<file path="src/rtl/core/b64e_pkg.sv">
`default_nettype none
package b64e_pkg;

    localparam int QueueDepth = 2;
    localparam int QPtrW      = $clog2(QueueDepth);
    localparam int QCntW      = $clog2(QueueDepth + 1);
    localparam int MaxChars   = 4;
    localparam int CharIdxW   = $clog2(MaxChars);

    localparam logic [6:0] PadChar = 7'h3D;

    typedef struct packed {
        logic [7:0] data_byte;
        logic       is_final;
    } t_in_item;

    typedef struct packed {
        logic [6:0] out_char;
        logic       end_of_text;
    } t_out_item;

    typedef struct packed {
        logic [MaxChars-1:0][6:0] chars;
        logic [CharIdxW-1:0]      last_idx;
        logic                     fin;
    } t_job;

    typedef enum logic [2:0] {
        PH_FIRST  = 3'b001,
        PH_SECOND = 3'b010,
        PH_THIRD  = 3'b100
    } t_phase;

    function automatic logic [6:0] sextet_char(input logic [5:0] v);
        logic [6:0] c;
        if (v < 6'd26) begin
            c = 7'd65 + 7'(v);
        end else if (v < 6'd52) begin
            c = 7'd71 + 7'(v);
        end else if (v < 6'd62) begin
            c = 7'(v) - 7'd4;
        end else if (v == 6'd62) begin
            c = 7'h2B;
        end else begin
            c = 7'h2F;
        end
        return c;
    endfunction

endpackage
`default_nettype wire

</file>
<file path="src/rtl/core/b64e_front.sv">
`default_nettype none
module b64e_front (
    input  wire logic              i_clk,
    input  wire logic              i_rst_n,
    input  wire logic              i_push,
    input  wire b64e_pkg::t_in_item i_item,
    output b64e_pkg::t_job         o_job
);

    b64e_pkg::t_phase r_phase, n_phase;
    logic [3:0]       r_res, n_res;
    logic [7:0]       b;
    logic             fin;

    assign b   = i_item.data_byte;
    assign fin = i_item.is_final;

    always_comb begin
        o_job          = '0;
        o_job.fin      = fin;
        n_phase        = r_phase;
        n_res          = r_res;
        unique case (r_phase)
            b64e_pkg::PH_SECOND: begin
                o_job.chars[0] = b64e_pkg::sextet_char({r_res[1:0], b[7:4]});
                o_job.chars[1] = b64e_pkg::sextet_char({b[3:0], 2'b00});
                o_job.chars[2] = b64e_pkg::PadChar;
                o_job.last_idx = fin ? b64e_pkg::CharIdxW'(2) : '0;
                n_res          = b[3:0];
                n_phase        = b64e_pkg::PH_THIRD;
            end
            b64e_pkg::PH_THIRD: begin
                o_job.chars[0] = b64e_pkg::sextet_char({r_res, b[7:6]});
                o_job.chars[1] = b64e_pkg::sextet_char(b[5:0]);
                o_job.last_idx = b64e_pkg::CharIdxW'(1);
                n_res          = '0;
                n_phase        = b64e_pkg::PH_FIRST;
            end
            default: begin
                o_job.chars[0] = b64e_pkg::sextet_char(b[7:2]);
                o_job.chars[1] = b64e_pkg::sextet_char({b[1:0], 4'b0000});
                o_job.chars[2] = b64e_pkg::PadChar;
                o_job.chars[3] = b64e_pkg::PadChar;
                o_job.last_idx = fin ? b64e_pkg::CharIdxW'(3) : '0;
                n_res          = {2'b00, b[1:0]};
                n_phase        = b64e_pkg::PH_SECOND;
            end
        endcase
        if (fin) begin
            n_res   = '0;
            n_phase = b64e_pkg::PH_FIRST;
        end
    end

    always_ff @(posedge i_clk) begin
        if (!i_rst_n) begin
            r_phase <= b64e_pkg::PH_FIRST;
            r_res   <= '0;
        end else if (i_push) begin
            r_phase <= n_phase;
            r_res   <= n_res;
        end
    end

endmodule
`default_nettype wire

</file>
<file path="src/rtl/core/b64e_queue.sv">
`default_nettype none
module b64e_queue (
    input  wire logic           i_clk,
    input  wire logic           i_rst_n,
    input  wire logic           i_push,
    input  wire b64e_pkg::t_job i_job,
    output logic                o_full,
    input  wire logic           i_pop,
    output logic                o_valid,
    output b64e_pkg::t_job      o_head
);

    b64e_pkg::t_job                r_mem [b64e_pkg::QueueDepth];
    logic [b64e_pkg::QPtrW-1:0]    r_wp;
    logic [b64e_pkg::QPtrW-1:0]    r_rp;
    logic [b64e_pkg::QCntW-1:0]    r_count;
    logic                          push_ok;
    logic                          pop_ok;

    assign o_full  = (r_count == b64e_pkg::QCntW'(b64e_pkg::QueueDepth));
    assign o_valid = (r_count != '0);
    assign o_head  = r_mem[r_rp];
    assign push_ok = i_push && !o_full;
    assign pop_ok  = i_pop && o_valid;

    always_ff @(posedge i_clk) begin
        if (push_ok) begin
            r_mem[r_wp] <= i_job;
        end
    end

    always_ff @(posedge i_clk) begin
        if (!i_rst_n) begin
            r_wp    <= '0;
            r_rp    <= '0;
            r_count <= '0;
        end else begin
            if (push_ok) begin
                r_wp <= r_wp + 1'b1;
            end
            if (pop_ok) begin
                r_rp <= r_rp + 1'b1;
            end
            if (push_ok && !pop_ok) begin
                r_count <= r_count + 1'b1;
            end else if (pop_ok && !push_ok) begin
                r_count <= r_count - 1'b1;
            end
        end
    end

endmodule
`default_nettype wire

</file>
<file path="src/rtl/core/b64e_back.sv">
`default_nettype none
module b64e_back (
    input  wire logic           i_clk,
    input  wire logic           i_rst_n,
    input  wire logic           i_q_valid,
    input  wire b64e_pkg::t_job i_q_head,
    output logic                o_pop,
    output logic                o_out_valid,
    input  wire logic           i_out_stall,
    output b64e_pkg::t_out_item o_out_data
);

    logic [b64e_pkg::CharIdxW-1:0] r_idx;
    logic                          r_out_valid;
    b64e_pkg::t_out_item           r_out;
    logic                          load;
    logic                          take;
    logic                          last;

    assign load  = !r_out_valid || !i_out_stall;
    assign take  = load && i_q_valid;
    assign last  = (r_idx == i_q_head.last_idx);
    assign o_pop = take && last;

    assign o_out_valid = r_out_valid;
    assign o_out_data  = r_out;

    always_ff @(posedge i_clk) begin
        if (!i_rst_n) begin
            r_out_valid <= 1'b0;
            r_idx       <= '0;
        end else begin
            if (load) begin
                r_out_valid <= i_q_valid;
            end
            if (take) begin
                r_idx <= last ? '0 : r_idx + 1'b1;
            end
        end
    end

    always_ff @(posedge i_clk) begin
        if (take) begin
            r_out.out_char    <= i_q_head.chars[r_idx];
            r_out.end_of_text <= i_q_head.fin && last;
        end
    end

`ifndef SYNTH
    a_idx_idle: assert property (@(posedge i_clk) disable iff (!i_rst_n)
        !i_q_valid |-> (r_idx == '0))
        else $error("character index left mid-job with empty queue");

    a_idx_bound: assert property (@(posedge i_clk) disable iff (!i_rst_n)
        i_q_valid |-> (r_idx <= i_q_head.last_idx))
        else $error("character index past end of job");

    a_eot_mark: assert property (@(posedge i_clk) disable iff (!i_rst_n)
        (take && i_q_head.fin && last) |=> (r_out_valid && r_out.end_of_text))
        else $error("final character not marked");
`endif

endmodule
`default_nettype wire

</file>
<file path="src/rtl/core/base64_stream_encoder_top.sv">
// Streaming base64 encoder, standard alphabet with '=' padding.
// Input channel: i_in_valid / o_in_stall carry one message byte per
// transaction, with is_final set on the message's last byte.
// Output channel: o_out_valid / i_out_stall carry one ASCII character per
// transaction; end_of_text marks the last character of each message.
// A byte yields one character (first or second of a group), two (third of a
// group), or on a final byte the flush plus padding: 4, 3 or 2 characters.
// Each byte is written as a job into the queue; its characters then leave
// through the output register. Throughput: one character per cycle while
// i_out_stall is low, set by the single output register; 4 characters per
// 3 bytes in steady state.
// A two-entry job queue sits between the byte classifier and the character
// sequencer, so bytes are taken while characters drain; o_in_stall rises
// only when both entries are occupied.
// Reset clears the group position, leftover bits, queue and output valid.
// While i_out_stall is high the offered character holds; once the queue
// fills, the input is stalled in turn.
`default_nettype none
module base64_stream_encoder_top (
    input  wire logic                i_clk,
    input  wire logic                i_rst_n,
    input  wire logic                i_in_valid,
    output logic                     o_in_stall,
    input  wire b64e_pkg::t_in_item  i_in_data,
    output logic                     o_out_valid,
    input  wire logic                i_out_stall,
    output b64e_pkg::t_out_item      o_out_data
);

    logic           push;
    logic           q_full;
    logic           q_valid;
    logic           pop;
    b64e_pkg::t_job job;
    b64e_pkg::t_job head;

    assign o_in_stall = q_full;
    assign push       = i_in_valid && !q_full;

    b64e_front u_front (
        .i_clk   (i_clk),
        .i_rst_n (i_rst_n),
        .i_push  (push),
        .i_item  (i_in_data),
        .o_job   (job)
    );

    b64e_queue u_queue (
        .i_clk   (i_clk),
        .i_rst_n (i_rst_n),
        .i_push  (push),
        .i_job   (job),
        .o_full  (q_full),
        .i_pop   (pop),
        .o_valid (q_valid),
        .o_head  (head)
    );

    b64e_back u_back (
        .i_clk       (i_clk),
        .i_rst_n     (i_rst_n),
        .i_q_valid   (q_valid),
        .i_q_head    (head),
        .o_pop       (pop),
        .o_out_valid (o_out_valid),
        .i_out_stall (i_out_stall),
        .o_out_data  (o_out_data)
    );

endmodule
`default_nettype wire

</file>
<file path="config.mk">
export PLATFORM = sky130hd
export DESIGN_NAME = base64_stream_encoder_top
export DESIGN_NICKNAME = d
export VERILOG_FILES = /design/src/rtl/core/b64e_pkg.sv /design/src/rtl/core/b64e_front.sv /design/src/rtl/core/b64e_queue.sv /design/src/rtl/core/b64e_back.sv /design/src/rtl/core/base64_stream_encoder_top.sv
export SDC_FILE = /design/constraint.sdc
export NUM_CORES = 1
export LEC_CHECK = 0
export ABC_AREA = 1
export CELL_PAD_IN_SITES_DETAIL_PLACEMENT = 1
export CELL_PAD_IN_SITES_GLOBAL_PLACEMENT = 1
export CORE_MARGIN = 2
export CORE_UTILIZATION = 43
export CTS_CLUSTER_DIAMETER = 50
export DETAILED_ROUTE_END_ITERATION = 8
export DONT_BUFFER_PORTS = 1
export GPL_ROUTABILITY_DRIVEN = 0
export PLACE_DENSITY_LB_ADDON = 0.3
export RECOVER_POWER = 50
export SYNTH_ARGS = -nofsm -noshare
export SYNTH_HDL_FRONTEND = slang
export SYNTH_SLANG_ARGS = --single-unit
</file>
<file path="constraint.sdc">
create_clock -name i_clk -period 5.15 [get_ports i_clk]
set_clock_uncertainty 0.2 [all_clocks]
set_input_delay 0.7725 -clock i_clk [delete_from_list [all_inputs] [get_ports i_clk]]
set_output_delay 0.7725 -clock i_clk [all_outputs]
set_load 0.03 [all_outputs]
</file>
# Word-level counts from Yosys, hierarchy flattened
# Memory sizes are Yosys's and may differ from the RTL's. A register that Yosys moved wholly into a read port is not among the register bits.
# Index checks and enable logic that the tools add are counted.
[op_classes] addsub=23 magnitude_cmp=19 reduce_logical=17 mux=40 eq_ne=8
[ops] operator="2-to-1 mux 7 bit" n=19
[ops] operator="adder 7 x 6 -> 7 bit, first input constant" n=12
[ops] operator="less-than comparator 6 bit, second input constant" n=12
[ops] operator="subtractor 6 x 3 -> 7 bit, second input constant" n=6
[ops] operator="less-than comparator 6 x 5 -> 1 bit, second input constant" n=6
[ops] operator="one-hot mux 16 bit (2 select lines)" n=1
[ops] operator="== test 6 bit, second input constant" n=4
[ops] operator="2-to-1 mux 3 bit" n=5
[ops] operator="binary-select mux 7 bit (select 2 bit)" n=1
[ops] operator="2-to-1 mux 6 bit" n=2
[ops] operator="2-to-1 mux 2 bit" n=5
[ops] operator="logical AND 1 bit" n=8
[ops] operator="one-hot mux 4 bit (2 select lines)" n=1
[ops] operator="one-hot mux 3 bit (2 select lines)" n=1
[ops] operator="logical NOT 1 bit" n=5
[ops] operator="adder 2 x 1 -> 2 bit, second input constant" n=2
[ops] operator="2-to-1 mux 1 bit" n=4
[ops] operator="2-to-1 mux 4 bit" n=1
[ops] operator="nonzero test 2 bit" n=2
[ops] operator="== test 3 x 2 -> 1 bit, second input constant" n=1
[ops] operator="== test 3 bit, second input constant" n=1
[ops] operator="less-than comparator 2 x 3 -> 1 bit, second input constant" n=1
[ops] operator="adder 1 bit, second input constant" n=2
[ops] operator="== test 2 bit" n=1
[ops] operator="other kinds (4)" n=4
[totals] mem_count=1 ram_bits=58 word_cells=117 input_bits=13 ff_bits=22
[memory_table] name="u_queue.r_mem" depth=2 width=29 read_ports=1 rd_clocked_by_memory_dff=1 write_ports=1 line_no="b64e_queue.sv:13" text="b64e_pkg::t_job r_mem [b64e_pkg::QueueDepth];"

# Depth between registers and ports, before layout
[logic_depth] ltp_word=8 depth_mapped=15

# Cells and area by module
# A second synthesis with hierarchy kept.
[hier_totals] hier_cells=636 hier_area_um2=5480.3
[by_module_without_submodules] mod="b64e_queue" cells_each=133 n_inst=1 area_each_um2=2489.9
[by_module_without_submodules] mod="b64e_front" cells_each=422 n_inst=1 area_each_um2=2318.5
[by_module_without_submodules] mod="b64e_back" cells_each=79 n_inst=1 area_each_um2=661.9
[by_module_without_submodules] mod="base64_stream_encoder_top" cells_each=2 n_inst=1 area_each_um2=10.0

# Worst setup path after synthesis
# Ideal clock, no wire load.
[synth_path] path_type="input to register" start="input i_in_data[2] (netlist bit)" end="memory u_queue.r_mem[0][14] (netlist bit), data pin" n_path_buf=1 cell_stages=13 slack_ns=2.491 arrival_time_ns=2.190 path_cell_list="buf_4 inv_1 ha_1 inv_1 nand2_1 nand2_1 nand2_1 inv_1 ha_1 o21bai_1 xnor2_1 o21ai_0 nand3_1"
[synth_rtl] item="start: declaration" line_no="base64_stream_encoder_top.sv:24" text="input wire b64e_pkg::t_in_item i_in_data,"
[synth_rtl] item="end: declaration" line_no="b64e_queue.sv:13"

==> impl_metrics.yaml <==
floorplan:
  core_area_um2: 9770
  rows: 36
  start_util_pct: 44.2
  die_h_um: 104
  io_pins: 23
  fp.dieArea_um2: 10900
  die_w_um: 104
routing:
  routedWlPerCell_um: 17.5
  ant_nets: 0
  dr.pass1.iters: 4
  viasPerCell: 5.47
  dr_total_vias: 3918
  detail_route.iter0.violations: 164
  drcViolationCount: 0
  routed_wl_um: 12500
power_and_ir_drop:
  p_leak_nw: 1.95
  powerDensity_nw_per_um2: 376
  irDropWorstVdd_mv: 0.175
  p_total_mw: 1.73
placement:
  port_buffers: 0
  dp_hpwl_um: 9610
clock_tree:
  cts_tree: "done"
  clkLatencyLatePin_ns: 0.35
  cts_num_sinks: 61
  numCtsBuffers: 9
  cts_buffer_depth: 2
  htree_levels: 3
  post_cts_resize_count: 0
  cts_hold_buf: 0
  root_buffer: "clkbuf_8"
  post_cts_buffers: 0
  path_clk_slew_ns: 0.07
sta:
  setup_tns_ns: 0
  setup_viol: 0
  rsz0062_at_grt: "no"
  min_period_ns: 2.83
  worstMarginPinSlew_ns: 1.14
  max_freq_ghz: 0.353
  slew_violations: 0
  fin_crit_sh_pct: 55.0
  hold_viol: 0
  slew_headroom_pct: 23.2
synth:
  yosysTopAreaCellShare_pct: 32.0
  netlist_instances: 583
  synth_area_per_cell_um2: 7.40
  synthAdderAreaFrac_pct: 7.25
  synth_most_common_cell: "nand2_1"
  synth_seq_cells: 61
  yosys_warnings: 0
  synth_compound_area_share_pct: 12.6
  synthTopCellsByCount: "nand2_1, nand3_1, inv_1"
  synth-edff-count: 46
  synth-simple-area-share_pct: 30.1
  seq_area_frac_synth_pct: 39.0
  netlist_area_um2: 4320
  synth.area.mux_share_pct: 0
  yosys.area.top_type: "edfxtp_1"
  synthXorXnorAreaFrac_pct: 2.64
  yosys.cell_types.count: 35
  async_flop_share_pct: 0
  synth_top_family_by_area: "simple AND/OR/NAND/NOR gates"
  netlist_top_cells_area: "edfxtp_1, nand2_1, nand3_1, ha_1, dfxtp_1"
  syn_nets: 621
  synth_flop_cell: "edfxtp_1"
final_layout:
  drive_gt1_share_pct: 6.00
  nNetsFinal: 616
  multiInputGateArea_um2: 2270
  areaGrowthSynthToFinish_pct: 6.55
  final_util_pct: 47.1
  fillerInstances: 1266
  regArea_um2: 1680
  diodes: 0
setup_path:
  crit_path_end_kind: "register"
  criticalPathCategory: "register to register"
  start_kind: "register"
  r2r_slack_ns: 2.32
  cp_data_required_time_ns: 5.19
  critPathCapture: "u_queue.r_count[1]"
  r2r_cells: 12
  r2r_end: "u_queue.r_count[1]"
  arrival_ns: 2.88
  critical_path.max_fanout: 25
outcome:
  status: "finished, final reports clean"
flow_run:
  cap_violations: 0
hold_path:
  hp-class: "register to register"
  min_from: "u_front.r_phase[1]"
global_routing:
  overflow: 0
  grt_pass1_vias: 4119
  grt_pass1_wl_um: 20900
  grt.total_usage_pct: 24.3
  grt_max_degree: 26
  antenna_found_initial: 0
==> routing by layer <==
layer | vias up | share of wire, % | track usage [%]
met2 | 55 | 51 | 43.6
met3 | 15 | 3.1 | 3.45
li1 | 1935 | - | -
met4 | 0 | 1.7 | 8.01
met5 | - | 0 | 0
met1 | 1913 | 44 | 29.9
==> power by group <==
part / internal (mW) / total, mW / switching, mW
combinational: 0.141 / 0.475 / 0.334
sequential: 0.671 / 0.810 / 0.139
clock: 0.260 / 0.444 / 0.184
total: 1.07 / 1.73 / 0.657
==> worst max-delay path: stages, from the launching register on <==
cell     delay [ns]
dfxtp_1        0.86
inv_2          0.27
nand2_1        0.15
nand2_1        0.06
nand2_1        0.06
nand2_1        0.05
inv_1          0.09
nand3_1        0.14
ha_1           0.37
a21oi_1        0.12
o21ai_0        0.12
o21ai_0        0.17
a21oi_1        0.05
==> logic make-up after synthesis <==
| kind of cell | after synthesis |
|---|---|
| and+or+nand+nor | 300 |
| AOI/OAI and AO/OA | 96 |
| buffers and inverters | 88 |
| DFF | 61 |
| adders and majority gates | 25 |
| xor gates and xnor gates | 13 |
==> worst min path at each step <==
stage | end | slack (ns) | depth (start not counted)
6_report | u_front.r_phase[1] | 0.29 | 2
4_1_cts | u_front.r_phase[1] | 0.29 | 2
2_1_floorplan | register | 0.27 | 2
3_3_place_gp | u_front.r_phase[1] | 0.28 | 2
5_1_grt | u_queue.r_mem[0][0] | 0.30 | 0
3_5_place_dp | u_front.r_phase[1] | 0.29 | 2
==> area by class of cell <==
class                   instances  area share [%]
clock buffers                  12            3.59
inverters                      69            5.69
clock inverters                 4           0.979
well taps                     133            3.62
repair buffers                  3           0.245
multi-input cells             434            49.3
flip-flops and latches         61            36.6
==> sequential cells by signal (all words and copies together), names as in the netlist, named ones only <==
| name | count |
|---|---|
| u_front.r_res | 4 |
| u_queue.r_rp | 1 |
| u_back.o_out_valid | 1 |
| u_queue.r_count | 2 |
| u_queue.r_wp | 1 |
| u_queue.r_mem | 38 |
| u_back.r_idx | 2 |
| u_back.o_out_data | 8 |
| u_front.r_phase | 3 |
==> cell usage in the layout (no fill, tap or decap), drive strengths merged <==
cell type / Yosys / layout
nand2: 153 / 153
nand3: 85 / 85
inv: 68 / 68
nor2: 50 / 50
edfxtp: 46 / 46
a21oi: 38 / 38
o21ai: 37 / 37
ha: 25 / 25
dfxtp: 15 / 15
clkbuf: 3 / 15
o211ai: 11 / 11
xor2: 9 / 9
nand4: 7 / 7
xnor2: 4 / 4
a22oi: 4 / 4
clkinv: 1 / 4
o21bai: 3 / 3
nor3: 2 / 2
o22ai: 2 / 2
or2: 2 / 2
and3: 1 / 1
o31ai: 1 / 1
bufinv: 0 / 1
==> metrics by stage <==
stage / setup slack, ns / std cells / hold slack, ns / instance area, um^2
floorplan: 2.49 / 583 / 0.267 / 4320
global placement: 2.50 / 700 / 0.279 / 4400
detailed placement: 2.35 / 700 / 0.285 / 4400
CTS: 2.33 / 716 / 0.295 / 4610
global route: 2.01 / 716 / 0.298 / 4600
finish: 2.32 / 716 / 0.294 / 4600
(Power assumes the default switching activity.)
